[config.mk]
export PLATFORM = sky130hd
export DESIGN_NAME = express_header_parser_unit
export DESIGN_NICKNAME = d
export VERILOG_FILES = /design/src/design/ehp_pkg.sv /design/src/design/ehp_parser.sv /design/src/design/ehp_out_reg.sv /design/src/design/express_header_parser_unit.sv
export SDC_FILE = /design/constraint.sdc
export NUM_CORES = 1
export LEC_CHECK = 0
export BUFFER_PORTS_ARGS = -buffer_cell sky130_fd_sc_hd__buf_2
export CORE_MARGIN = 8
export CORE_UTILIZATION = 45
export DETAILED_ROUTE_END_ITERATION = 10
export MAX_ROUTING_LAYER = met4
export PLACE_DENSITY = 0.66
export SLEW_MARGIN = 20
export SYNTH_ARGS = -nofsm -noshare
export SYNTH_HDL_FRONTEND = slang
export SYNTH_SLANG_ARGS = --single-unit
[constraint.sdc]
create_clock -name i_clk -period 4.5 [get_ports i_clk]
set_input_delay 0.45 -clock i_clk [delete_from_list [all_inputs] [get_ports i_clk]]
set_output_delay 0.45 -clock i_clk [all_outputs]
set_load 0.01 [all_outputs]
[src/design/ehp_pkg.sv]
package ehp_pkg;

    localparam int RECEIVE_WINDOW = 40;
    localparam int SEND_WINDOW    = 37;

    localparam logic [3:0] PH_LAST = 4'd5;

    typedef enum logic [1:0] {
        SLOT_N = 2'd0,
        SLOT_T = 2'd1,
        SLOT_R = 2'd2
    } t_slot;

    typedef enum logic [1:0] {
        V_CONT  = 2'd0,
        V_MATCH = 2'd1,
        V_FAIL  = 2'd2
    } t_verdict;

    typedef struct packed {
        logic [5:0]  header_length;
        logic [3:0]  telegram_digit_count;
        logic [33:0] telegram_number;
        logic [6:0]  hop_limit;
        logic [29:0] router_number;
        logic        matched;
    } t_result;

    // Position of the last byte that may still close the header.
    function automatic logic [5:0] window_last(input logic kind);
        logic [5:0] w;
        if (kind) begin
            w = 6'(SEND_WINDOW - 1);
        end else begin
            w = 6'(RECEIVE_WINDOW - 1);
        end
        return w;
    endfunction

    function automatic logic [3:0] lit_len(input logic kind, input logic [1:0] part);
        logic [3:0] n;
        case ({kind, part})
            3'b000:  n = 4'd8;
            3'b001:  n = 4'd4;
            3'b010:  n = 4'd5;
            3'b100:  n = 4'd7;
            3'b101:  n = 4'd4;
            3'b110:  n = 4'd1;
            default: n = 4'd0;
        endcase
        return n;
    endfunction

    function automatic logic [3:0] dig_max(input logic kind, input logic [1:0] part);
        logic [3:0] n;
        case ({kind, part})
            3'b000:  n = 4'd10;
            3'b001:  n = 4'd2;
            3'b010:  n = 4'd9;
            3'b100:  n = 4'd9;
            3'b101:  n = 4'd2;
            3'b110:  n = 4'd10;
            default: n = 4'd0;
        endcase
        return n;
    endfunction

    function automatic t_slot dig_slot(input logic kind, input logic [1:0] part);
        t_slot s;
        case ({kind, part})
            3'b000:  s = SLOT_N;
            3'b001:  s = SLOT_T;
            3'b010:  s = SLOT_R;
            3'b100:  s = SLOT_R;
            3'b101:  s = SLOT_T;
            3'b110:  s = SLOT_N;
            default: s = SLOT_R;
        endcase
        return s;
    endfunction

    function automatic logic [7:0] lit_char(input logic kind, input logic [1:0] part,
                                            input logic [2:0] idx);
        logic [7:0] c;
        case ({kind, part, idx})
            6'b000_000: c = "R";
            6'b000_001: c = "E";
            6'b000_010: c = "C";
            6'b000_011: c = "E";
            6'b000_100: c = "I";
            6'b000_101: c = "V";
            6'b000_110: c = "E";
            6'b000_111: c = " ";
            6'b001_000: c = "T";
            6'b001_001: c = "T";
            6'b001_010: c = "L";
            6'b001_011: c = " ";
            6'b010_000: c = "F";
            6'b010_001: c = "R";
            6'b010_010: c = "O";
            6'b010_011: c = "M";
            6'b010_100: c = " ";
            6'b100_000: c = "S";
            6'b100_001: c = "E";
            6'b100_010: c = "N";
            6'b100_011: c = "D";
            6'b100_100: c = "T";
            6'b100_101: c = "O";
            6'b100_110: c = " ";
            6'b101_000: c = "T";
            6'b101_001: c = "T";
            6'b101_010: c = "L";
            6'b101_011: c = " ";
            6'b110_000: c = "#";
            default:    c = 8'h00;
        endcase
        return c;
    endfunction

endpackage

[src/design/ehp_parser.sv]
module ehp_parser (
    input  logic             i_clk,
    input  logic             i_rst_n,
    input  logic             i_cfg_we,
    input  logic             i_cfg_wdata,
    input  logic             i_word_valid,
    input  logic [7:0]       i_byte_value,
    input  logic             i_last_byte,
    output logic             o_res_valid,
    output ehp_pkg::t_result o_res
);
    import ehp_pkg::*;

    logic        r_header_kind;
    logic [3:0]  r_phase;
    logic [5:0]  r_pos;
    logic [2:0]  r_lit_idx;
    logic [3:0]  r_dcnt;
    logic [29:0] r_router;
    logic [6:0]  r_hop;
    logic [33:0] r_number;
    logic [3:0]  r_tdig;
    logic        r_decided;

    logic [3:0]  n_phase;
    logic [5:0]  n_pos;
    logic [2:0]  n_lit_idx;
    logic [3:0]  n_dcnt;
    logic [29:0] n_router;
    logic [6:0]  n_hop;
    logic [33:0] n_number;
    logic [3:0]  n_tdig;
    logic        n_decided;

    t_verdict    verdict;
    logic [1:0]  part;
    logic [3:0]  len;
    logic [3:0]  dmax;
    t_slot       slot;
    logic [3:0]  lit_next;
    logic [3:0]  digit;
    logic        is_digit;

    assign part     = r_phase[2:1];
    assign len      = lit_len(r_header_kind, part);
    assign dmax     = dig_max(r_header_kind, part);
    assign slot     = dig_slot(r_header_kind, part);
    assign lit_next = {1'b0, r_lit_idx} + 4'd1;
    assign is_digit = (i_byte_value >= "0") && (i_byte_value <= "9");
    assign digit    = 4'(i_byte_value - "0");

    always_comb begin
        verdict   = V_CONT;
        n_phase   = r_phase;
        n_pos     = r_pos;
        n_lit_idx = r_lit_idx;
        n_dcnt    = r_dcnt;
        n_router  = r_router;
        n_hop     = r_hop;
        n_number  = r_number;
        n_tdig    = r_tdig;
        n_decided = r_decided;

        if (i_byte_value == 8'h00 || r_phase > PH_LAST) begin
            verdict = V_FAIL;
        end else if (!r_phase[0]) begin
            if ({1'b0, r_lit_idx} >= len
                || i_byte_value != lit_char(r_header_kind, part, r_lit_idx)) begin
                verdict = V_FAIL;
            end else if (lit_next >= len) begin
                n_lit_idx = 3'd0;
                n_dcnt    = 4'd0;
                n_phase   = r_phase + 4'd1;
            end else begin
                n_lit_idx = lit_next[2:0];
            end
        end else if (is_digit) begin
            if (r_dcnt >= dmax) begin
                verdict = V_FAIL;
            end else begin
                n_dcnt = r_dcnt + 4'd1;
                case (slot)
                    SLOT_N: n_number = {r_number[30:0], 3'b0} + {r_number[32:0], 1'b0}
                                       + {30'd0, digit};
                    SLOT_T: n_hop = {r_hop[3:0], 3'b0} + {r_hop[5:0], 1'b0}
                                    + {3'd0, digit};
                    default: n_router = {r_router[26:0], 3'b0} + {r_router[28:0], 1'b0}
                                        + {26'd0, digit};
                endcase
            end
        end else if (i_byte_value == " " && r_dcnt != 4'd0) begin
            if (slot == SLOT_N) begin
                n_tdig = r_dcnt;
            end
            n_dcnt    = 4'd0;
            n_lit_idx = 3'd0;
            if (r_phase == PH_LAST) begin
                verdict = V_MATCH;
            end else begin
                n_phase = r_phase + 4'd1;
            end
        end else begin
            verdict = V_FAIL;
        end

        // The header must close inside the window and before the buffer ends.
        if (verdict == V_CONT && (r_pos >= window_last(r_header_kind) || i_last_byte)) begin
            verdict = V_FAIL;
        end

        if (verdict == V_CONT) begin
            n_pos = r_pos + 6'd1;
        end else begin
            n_decided = 1'b1;
        end
    end

    always_comb begin
        o_res_valid = i_word_valid && !r_decided && (verdict != V_CONT);
        o_res       = '0;
        if (verdict == V_MATCH) begin
            o_res.matched              = 1'b1;
            o_res.router_number        = r_router;
            o_res.hop_limit            = r_hop;
            o_res.telegram_number      = r_number;
            o_res.telegram_digit_count = n_tdig;
            o_res.header_length        = r_pos + 6'd1;
        end
    end

    always_ff @(posedge i_clk) begin
        if (!i_rst_n) begin
            r_header_kind <= 1'b0;
        end else if (i_cfg_we) begin
            r_header_kind <= i_cfg_wdata;
        end
    end

    always_ff @(posedge i_clk) begin
        if (!i_rst_n || (i_word_valid && i_last_byte)) begin
            r_phase   <= 4'd0;
            r_pos     <= 6'd0;
            r_lit_idx <= 3'd0;
            r_dcnt    <= 4'd0;
            r_router  <= '0;
            r_hop     <= '0;
            r_number  <= '0;
            r_tdig    <= 4'd0;
            r_decided <= 1'b0;
        end else if (i_word_valid && !r_decided) begin
            r_phase   <= n_phase;
            r_pos     <= n_pos;
            r_lit_idx <= n_lit_idx;
            r_dcnt    <= n_dcnt;
            r_router  <= n_router;
            r_hop     <= n_hop;
            r_number  <= n_number;
            r_tdig    <= n_tdig;
            r_decided <= n_decided;
        end
    end

endmodule

[src/design/ehp_out_reg.sv]
module ehp_out_reg (
    input  logic             i_clk,
    input  logic             i_rst_n,
    input  logic             i_res_valid,
    input  ehp_pkg::t_result i_res,
    input  logic             i_m_ready,
    output logic             o_in_ready,
    output logic             o_m_valid,
    output ehp_pkg::t_result o_m_res
);
    import ehp_pkg::*;

    logic    r_valid;
    t_result r_res;

    // The register can take a new word when empty or when its word leaves now.
    assign o_in_ready = !r_valid || i_m_ready;
    assign o_m_valid  = r_valid;
    assign o_m_res    = r_res;

    always_ff @(posedge i_clk) begin
        if (!i_rst_n) begin
            r_valid <= 1'b0;
        end else if (o_in_ready) begin
            r_valid <= i_res_valid;
        end
    end

    always_ff @(posedge i_clk) begin
        if (o_in_ready && i_res_valid) begin
            r_res <= i_res;
        end
    end

endmodule

[src/design/express_header_parser_unit.sv]
// Routing header matcher for messages streamed one byte per word.
// Slave channel: tdata[7:0] carries one message byte, tlast marks the final
// byte of the message buffer. A zero byte ends the message text.
// Master channel: one result word per message, given once the header has
// matched or failed; bytes after that decision up to tlast give nothing.
// Configuration: i_cfg_we writes i_cfg_wdata into the header form register
// (0 receive form, 1 send form); write it only between messages.
// Throughput: one byte per cycle while tready is high. The parser state updates in the
// same cycle a byte is accepted, so the next byte can follow at once.
// The result word is registered and valid in the cycle after the deciding byte.
// A single output register holds the result; while it is full and the
// receiver stalls, tready drops and the byte stream waits.
// Reset (synchronous, active low) clears the parser to the start of a
// message, empties the output register and selects the receive form.
// After a tlast byte the parser returns to the start of a message.
module express_header_parser_unit (
    input  logic        i_clk,
    input  logic        i_rst_n,
    input  logic        i_cfg_we,
    input  logic        i_cfg_wdata,      // header_kind
    input  logic        i_s_axis_tvalid,
    output logic        o_s_axis_tready,
    input  logic [7:0]  i_s_axis_tdata,   // [7:0] byte_value
    input  logic        i_s_axis_tlast,   // last_byte
    output logic        o_m_axis_tvalid,
    input  logic        i_m_axis_tready,
    // [0] matched, [30:1] router_number, [37:31] hop_limit,
    // [71:38] telegram_number, [75:72] telegram_digit_count,
    // [81:76] header_length, [87:82] zero
    output logic [87:0] o_m_axis_tdata
);
    import ehp_pkg::*;

    logic    word_valid;
    logic    res_valid;
    t_result res;
    t_result out_res;

    assign word_valid = i_s_axis_tvalid && o_s_axis_tready;

    ehp_parser u_parser (
        .i_clk        (i_clk),
        .i_rst_n      (i_rst_n),
        .i_cfg_we     (i_cfg_we),
        .i_cfg_wdata  (i_cfg_wdata),
        .i_word_valid (word_valid),
        .i_byte_value (i_s_axis_tdata),
        .i_last_byte  (i_s_axis_tlast),
        .o_res_valid  (res_valid),
        .o_res        (res)
    );

    ehp_out_reg u_out_reg (
        .i_clk       (i_clk),
        .i_rst_n     (i_rst_n),
        .i_res_valid (res_valid),
        .i_res       (res),
        .i_m_ready   (i_m_axis_tready),
        .o_in_ready  (o_s_axis_tready),
        .o_m_valid   (o_m_axis_tvalid),
        .o_m_res     (out_res)
    );

    assign o_m_axis_tdata = {6'd0, out_res};

endmodule

### Word level (Yosys, flattened, before mapping)

Memory sizes are Yosys's and may differ from the RTL's.
Index checks and enable logic that the tools add are counted.

| word-level totals | value |
|---|---|
| memories kept | 1 |
| bits in registers | 177 |
| ROM bits | 448 |
| output and inout bits | 90 |
| logic and storage cells | 131 |
| input port bits | 15 |

Memories:

| memory | words | width | read ports | clocked after memory_dff | wr ports | RTL line | RTL |
|---|---|---|---|---|---|---|---|
| (name not given) | 64 | 7 | 1 | 0 | 0 | ehp_pkg.sv:85 | `case ({kind, part, idx})` |

| cells by class | value |
|---|---|
| magnitude comparators | 7 |
| add/subtract/negate cells | 11 |
| equal/unequal tests | 16 |
| reductions and logical operators | 37 |
| multiplexer cells | 37 |
| bitwise gates (word level) | 4 |

Operators by type and width:

| cell | number |
|---|---|
| 2-to-1 mux 4 bit | 17 |
| adder 34 bit | 1 |
| adder 34 x 4 -> 34 bit | 1 |
| adder 30 bit | 1 |
| adder 30 x 4 -> 30 bit | 1 |
| AND reduction 6 bit | 4 |
| one-hot mux 4 bit (5 select lines) | 1 |
| 2-to-1 mux 2 bit | 8 |
| 2-to-1 mux 8 bit | 2 |
| 2-to-1 mux 3 bit | 5 |
| one-hot mux 4 bit (3 select lines) | 1 |
| == test 3 bit (second input constant) | 3 |
| adder 4 x 1 -> 4 bit (second input constant) | 2 |
| == test 8 x 6 -> 1 bit (second input constant) | 1 |
| >= comparator 4 bit | 2 |
| >= comparator 8 x 6 -> 1 bit (second input constant) | 1 |
| <= comparator 8 x 6 -> 1 bit (second input constant) | 1 |
| logical AND 1 bit | 8 |
| logical NOT 8 bit | 1 |
| != test 8 bit | 1 |
| OR reduction 2 bit | 4 |
| adder 7 x 4 -> 7 bit | 1 |
| adder 7 bit | 1 |
| AND reduction 7 bit | 1 |
| other kinds (24) | 43 |

### Logic depth before layout (Yosys ltp)

| depth | value |
|---|---|
| depth after elaboration | 14 |
| gate-level depth with buffers | 16 |
| gate-level depth less buffers | 12 |

### By module

From an unflattened synthesis, not the netlist that was laid out.

| unflattened totals | value |
|---|---|
| cell total of the unflattened synthesis | 1,270 |
| area total of the unflattened synthesis | 11,831.3 µm² |

By module, submodules not included:

| module | sequential area each (µm²) | cells each | instances | area each (µm²) |
|---|---|---|---|---|
| ehp_parser | 1,881.8 | 1,175 | 1 | 9,256.4 |
| ehp_out_reg | 2,482.4 | 87 | 1 | 2,519.9 |
| express_header_parser_unit | 0.0 | 8 | 1 | 55.1 |

### Least setup slack after synthesis

Ideal clock, no wire load.

| timing path | value |
|---|---|
| path kind | register -> register |
| from | reg u_parser.r_lit_idx[0] |
| to | reg u_out_reg.r_res, in the netlist u_out_reg.o_m_res[0], enable pin |
| path slack | -128 ps |
| clock period less this slack | 4,628 ps |
| stages on the path, launching flop included | 12 |
| data arrival time | 4,172 ps |
| library setup time | 457 ps |
| cell sequence | dfxtp_1 inv_1 ha_1 or3b_1 a21oi_1 o21ai_0 o31a_1 o221a_2 and4_1 clkbuf_1 nor2_1 o31a_1 |

| between the ends | value |
|---|---|
| word-level cells in the longest chain between the ends | 14 |
| elaborated cells between the ends (all ways) | 15 |

Ends and longest elaborated chain:

| item | RTL line | RTL |
|---|---|---|
| start: declaration | ehp_parser.sv:17 | `logic [2:0] r_lit_idx;` |
| start signal: assignment | ehp_parser.sv:153 | `r_lit_idx <= n_lit_idx;` |
| memory read (64 x 7 bit) | - |  |
| 2-to-1 mux 8 bit | ehp_parser.sv:66 | `end else if (!r_phase[0]) begin` |
| 2-to-1 mux 8 bit | ehp_parser.sv:64 | `if (i_byte_value == 8'h00 \|\| r_phase > PH_LAST) begin` |
| != test 8 bit | ehp_parser.sv:68 | `\|\| i_byte_value != lit_char(r_header_kind, part, r_lit_idx)) begin` |
| logical OR 1 bit (*) | ehp_parser.sv:68 |  |
| 2-to-1 mux 2 bit (*) | ehp_parser.sv:67 | `if ({1'b0, r_lit_idx} >= len` |
| 2-to-1 mux 2 bit (*) | ehp_parser.sv:66 |  |
| 2-to-1 mux 2 bit (*) | ehp_parser.sv:64 |  |
| logical NOT 2 bit | ehp_parser.sv:107 | `if (verdict == V_CONT && (r_pos >= window_last(r_header_kind) \|\| i_last_byte)) begin` |
| logical AND 1 bit | ehp_parser.sv:107 |  |
| 2-to-1 mux 2 bit (*) | ehp_parser.sv:107 |  |
| nonzero test 2 bit (*) | ehp_parser.sv:119 | `o_res_valid = i_word_valid && !r_decided && (verdict != V_CONT);` |
| logical AND 1 bit (*) | ehp_parser.sv:119 |  |
| logical AND 1 bit (*) | ehp_out_reg.sv:30 | `if (o_in_ready && i_res_valid) begin` |
| end signal: assignment | ehp_out_reg.sv:31 | `r_res <= i_res;` |
| end: declaration | ehp_out_reg.sv:14 | `t_result r_res;` |

Mark *: on every way between the ends. The rest lies on a longest branch, timed or not. The select of a mux whose other input is x is not followed.
A chain may end at the register's enable or synchronous reset.

### Final worst setup path

| timing path | value |
|---|---|
| from | reg u_parser.r_number[2] |
| to | reg u_parser.r_number[30] |

| between the ends | value |
|---|---|
| word-level cells in the longest chain between the ends | 2 |

Ends and longest elaborated chain:

| item | RTL line | RTL |
|---|---|---|
| start: declaration | ehp_parser.sv:21 | `logic [33:0] r_number;` |
| start signal: assignment | ehp_parser.sv:157 | `r_number <= n_number;` |
| adder 34 bit | ehp_parser.sv:83 | `SLOT_N: n_number = {r_number[30:0], 3'b0} + {r_number[32:0], 1'b0}` |
| adder 34 x 4 -> 34 bit | ehp_parser.sv:84 | `+ {30'd0, digit};` |

Every way passes these cells.

==> results.md <==
* Number of endpoints with negative hold slack in the final report at 0
* Leftover overflow at the end of global routing at 0
* Die Wd at 175.4 µm
* Vias/cell at 5.381
* Violation count after the first detailed-routing iteration at 418
* Power density relative to cell area at 264.2 nW/µm²
* Net count, final at 1,471
* Synth top area share at 0.2155
* Number of diodes added for antenna fixing at 0
* Number of clock buffers inserted by TritonCTS at 17
* Worst R2R Start: u_parser.r_number[2]
* Flop and latch count out of synthesis at 177
* Number of global-route vias before repair at 8,487
* Post-Route Setup TNS at 0 ns
* Data required time of the worst path at 4.87 ns
* Total track usage at 0.1672
* Type of destination of the critical path: flip-flop
* Library cell occupying the most area in the post-synthesis netlist: sky130_fd_sc_hd__edfxtp_1
* Hold/Removal Path Class: in -> reg
* Crit path max fanout at 4
* Critical Path Most Common Cell: sky130_fd_sc_hd__fa_1
* TritonCTS clock tree: done
* Post-cts sizing count at 0
* VDD IR-drop max at 203.0 µV
* DP HPWL at 17,920 µm
* Total standard cell area after synthesis at 11,430 µm²
* Initial Util at 0.4564
* Hold bufs inserted after CTS at 0
* Pin count of the biggest net entering global routing at 85
* Final setup viols at 0
* Synthesized instance count at 1,215
* Total of buffers placed on input and output ports at 98
* Growth of design area from synthesis to finish at 12.04%
* Total iterations of the first detailed-routing run at 5
* Longest individual stage delay on the worst path at 0.49 ns
* Normalized max-slew margin at 0.5386
* Root Buffer: sky130_fd_sc_hd__clkbuf_16
* Worst-path cell with the longest stage delay: sky130_fd_sc_hd__fa_1
* Antenna Violating Nets Remaining at 0
* Warnings from Yosys at 0
* Number of library cell types mapped by synthesis at 65
* Maximum level of the CTS H-tree at 4
* Area used by multi-input combinational logic at 6724 µm²
* Type of the setup path with the least slack: reg -> reg
* Time the worst path needs with I/O delays and setup at 3.579 ns
* Weighted congestion reported at the end of routability-driven placement at 0.8523
* Skew-Pair Late Insertion Delay at 0.44 ns
* Multiplexer area fraction after synthesis at 0.01577
* Data arrival at the endpoint of the critical path at 3.95 ns
* Buffer depth of the longest clock path at 2
* Slew at the pin closest to its max-slew limit at 0.6868 ns
* Combinational family with the most area after synthesis: simple AND/OR/NAND/NOR gates
* CTS sink cnt at 177
* Maxcap violations at 0
* Std-Cell Core Area at 25,040 µm²
* Worst setup SP type: flip-flop
* Site Rows at 58
* Number of flops mapped to enable cells by yosys at 82
* Series of cell instances along the critical path: fa_1 > fa_1 > a21oi_1 > o21ai_0 > a211oi_1 > nor2_1 > a31oi_1 > o21ai_1 > a31o_2 > or4_1 > nand3_1
* # Post-CTS Setup Buffers at 0
* Fraction of the mapped netlist area in compound gates at 0.1541
* Adder-Cell Fraction of Synth Area at 0.1769
* Source of the critical timing path: u_parser.r_number[2]
* Peak Freq at 279.4 MHz
* Fraction of final layout cells sized beyond drive strength 1 at 0.1243
* Number of vias after detailed routing at 8,831
* Post-placement setup slack at 0.5997 ns
* Clock transition at path regs at 0.07 ns
* Drt total wl at 24,820 µm
* Final worst path period share at 0.7954
* Status: completed
* Area enclosed by the die boundary at 30,750 µm²
* LEAKAGE at 5.778 nW
* Startpoint of the tightest hold check path: i_rst_n
* Sequential Area at 4364 µm²
* Most used flip-flop cell after synthesis: sky130_fd_sc_hd__dfxtp_1
* Fraction of registers with async set or reset after synthesis at 0
* Max Clock Skew at 0.01232 ns
* DRC viols at 0
* Average size of a mapped cell at 9.405 µm²
* Unrepaired setup endpoints after global routing: false
* Number of top-level pins at 105
* Xor/xnor cell area share of the yosys netlist at 0.05595
* Fin worst setup slack at 0.9208 ns
* First-pass GRT wire length at 41,950 µm
* Die height at 175.4 µm
* Sequential fraction of the synthesis area at 0.3819
* Filler Cells Inserted at 2,355
* Top post-synthesis cells by area: sky130_fd_sc_hd__edfxtp_1 22%, sky130_fd_sc_hd__dfxtp_1 17%, sky130_fd_sc_hd__ha_1 17%
* Initial antenna violation count at 0
* Simple logic cell fraction of the synthesized area at 0.1810
* Slew Limit Fails at 0
* Average wire per cell in the routed design at 15.12 µm
## routing by layer
metal / up-vias / share of wire / track usage
met5: - / 0 / -
met4: 0 / 0.012 / 0.05087
met3: 20 / 0.043 / 0.02577
met2: 156 / 0.47 / 0.2705
met1: 4143 / 0.47 / 0.2134
li1: 4512 / - / -
## cell usage after synthesis (all sizes together) (5+ instances only)
cell type / count
inv: 32
o21bai: 11
clkbuf: 32
and3: 10
nor2: 103
a21oi: 121
nor2b: 10
mux2i: 18
a31oi: 8
o22ai: 5
o21a: 11
buf: 20
and2: 76
nand2b: 15
nand2: 105
a211oi: 15
ha: 152
fa: 6
a21o: 26
or3: 7
dfxtp: 95
or2: 8
xor2: 30
xnor2: 43
and4: 5
nand4: 11
edfxtp: 82
nor3: 21
nand3: 32
o21ai: 51
o211ai: 5
nand3b: 5
## registers in the layout (all words and copies together), names as in the netlist
register                flops
u_out_reg.o_m_res          82
u_out_reg.o_m_valid         1
u_parser.r_dcnt             4
u_parser.r_decided          1
u_parser.r_header_kind      1
u_parser.r_hop              7
u_parser.r_lit_idx          3
u_parser.r_number          34
u_parser.r_phase            4
u_parser.r_pos              6
u_parser.r_router          30
u_parser.r_tdig             4
## worst paths after layout
kind	endpoint	slack, ns	cells past startpoint
setup reg to reg	u_parser.r_number[30]	0.92	11
hold reg to reg	u_parser.r_router[29]	0.46	2
hold / removal	u_out_reg.o_m_valid	0.29	2
setup / recovery	u_parser.r_number[30]	0.92	11
## cells in the final DEF (no fill, tap or decap), drive strengths merged, types with 5 or more instances in the layout
| master | count |
|---|---|
| and4 | 5 |
| o22ai | 5 |
| and3 | 10 |
| and2 | 76 |
| nor2b | 10 |
| o21a | 11 |
| edfxtp | 82 |
| conb | 6 |
| or3 | 7 |
| fa | 6 |
| or2 | 8 |
| clkinv | 5 |
| nand3 | 32 |
| clkbuf | 17 |
| inv | 42 |
| nand3b | 5 |
| nor3 | 21 |
| mux2i | 18 |
| o21ai | 51 |
| nand2 | 105 |
| o211ai | 5 |
| xnor2 | 43 |
| nand2b | 15 |
| dfxtp | 95 |
| a211oi | 15 |
| ha | 152 |
| xor2 | 30 |
| nor2 | 103 |
| buf | 111 |
| a21o | 26 |
| o21bai | 11 |
| nand4 | 11 |
| a31oi | 8 |
| a21oi | 121 |
## logic make-up after synthesis
kind of cell	after synthesis
AOI/OAI and AO/OA	287
xor gates and xnor gates	73
adders and majority gates	158
buffers and inverters	84
DFF	177
muxes	18
other	1
and+or+nand+nor	417
## power breakdown
group	switching, mW	internal, mW	total [mW]
Combinational	0.135	0.0688	0.204
Clock	0.699	0.735	1.43
Sequential	0.0130	1.73	1.75
## area by class of cell
class	count	area share
sequential	177	0.3409
clock buffer	17	0.03323
timing repair buffer	111	0.04847
multi-input combinational	959	0.5252
clock inverter	15	0.01065
tap	330	0.03225
inverter	32	0.009381
## per-stage QoR
stage	instances	hold slack [ns]	total power, mW	area [µm²]	utilization
finish	1641	0.2890	3.383	12800	0.5114
global route	1641	0.2992	3.499	12800	0.5114
CTS	1640	0.2798	3.413	12780	0.5103
detailed placement	1608	0.4545	1.988	12210	0.4879
global placement	1608	0.4499	1.984	12210	0.4879
floorplan	1220	0.4353	1.896	11450	-
## critical path, delay by kind of cell (launching register included)
| family | cells | cell delay (ns) |
|---|---|---|
| fa+ha+maj | 2 | 0.96 |
| flops | 1 | 0.40 |
| simple gates | 3 | 0.62 |
| compound gates | 6 | 1.54 |
No activity file was read; power rests on OpenSTA's default activity.
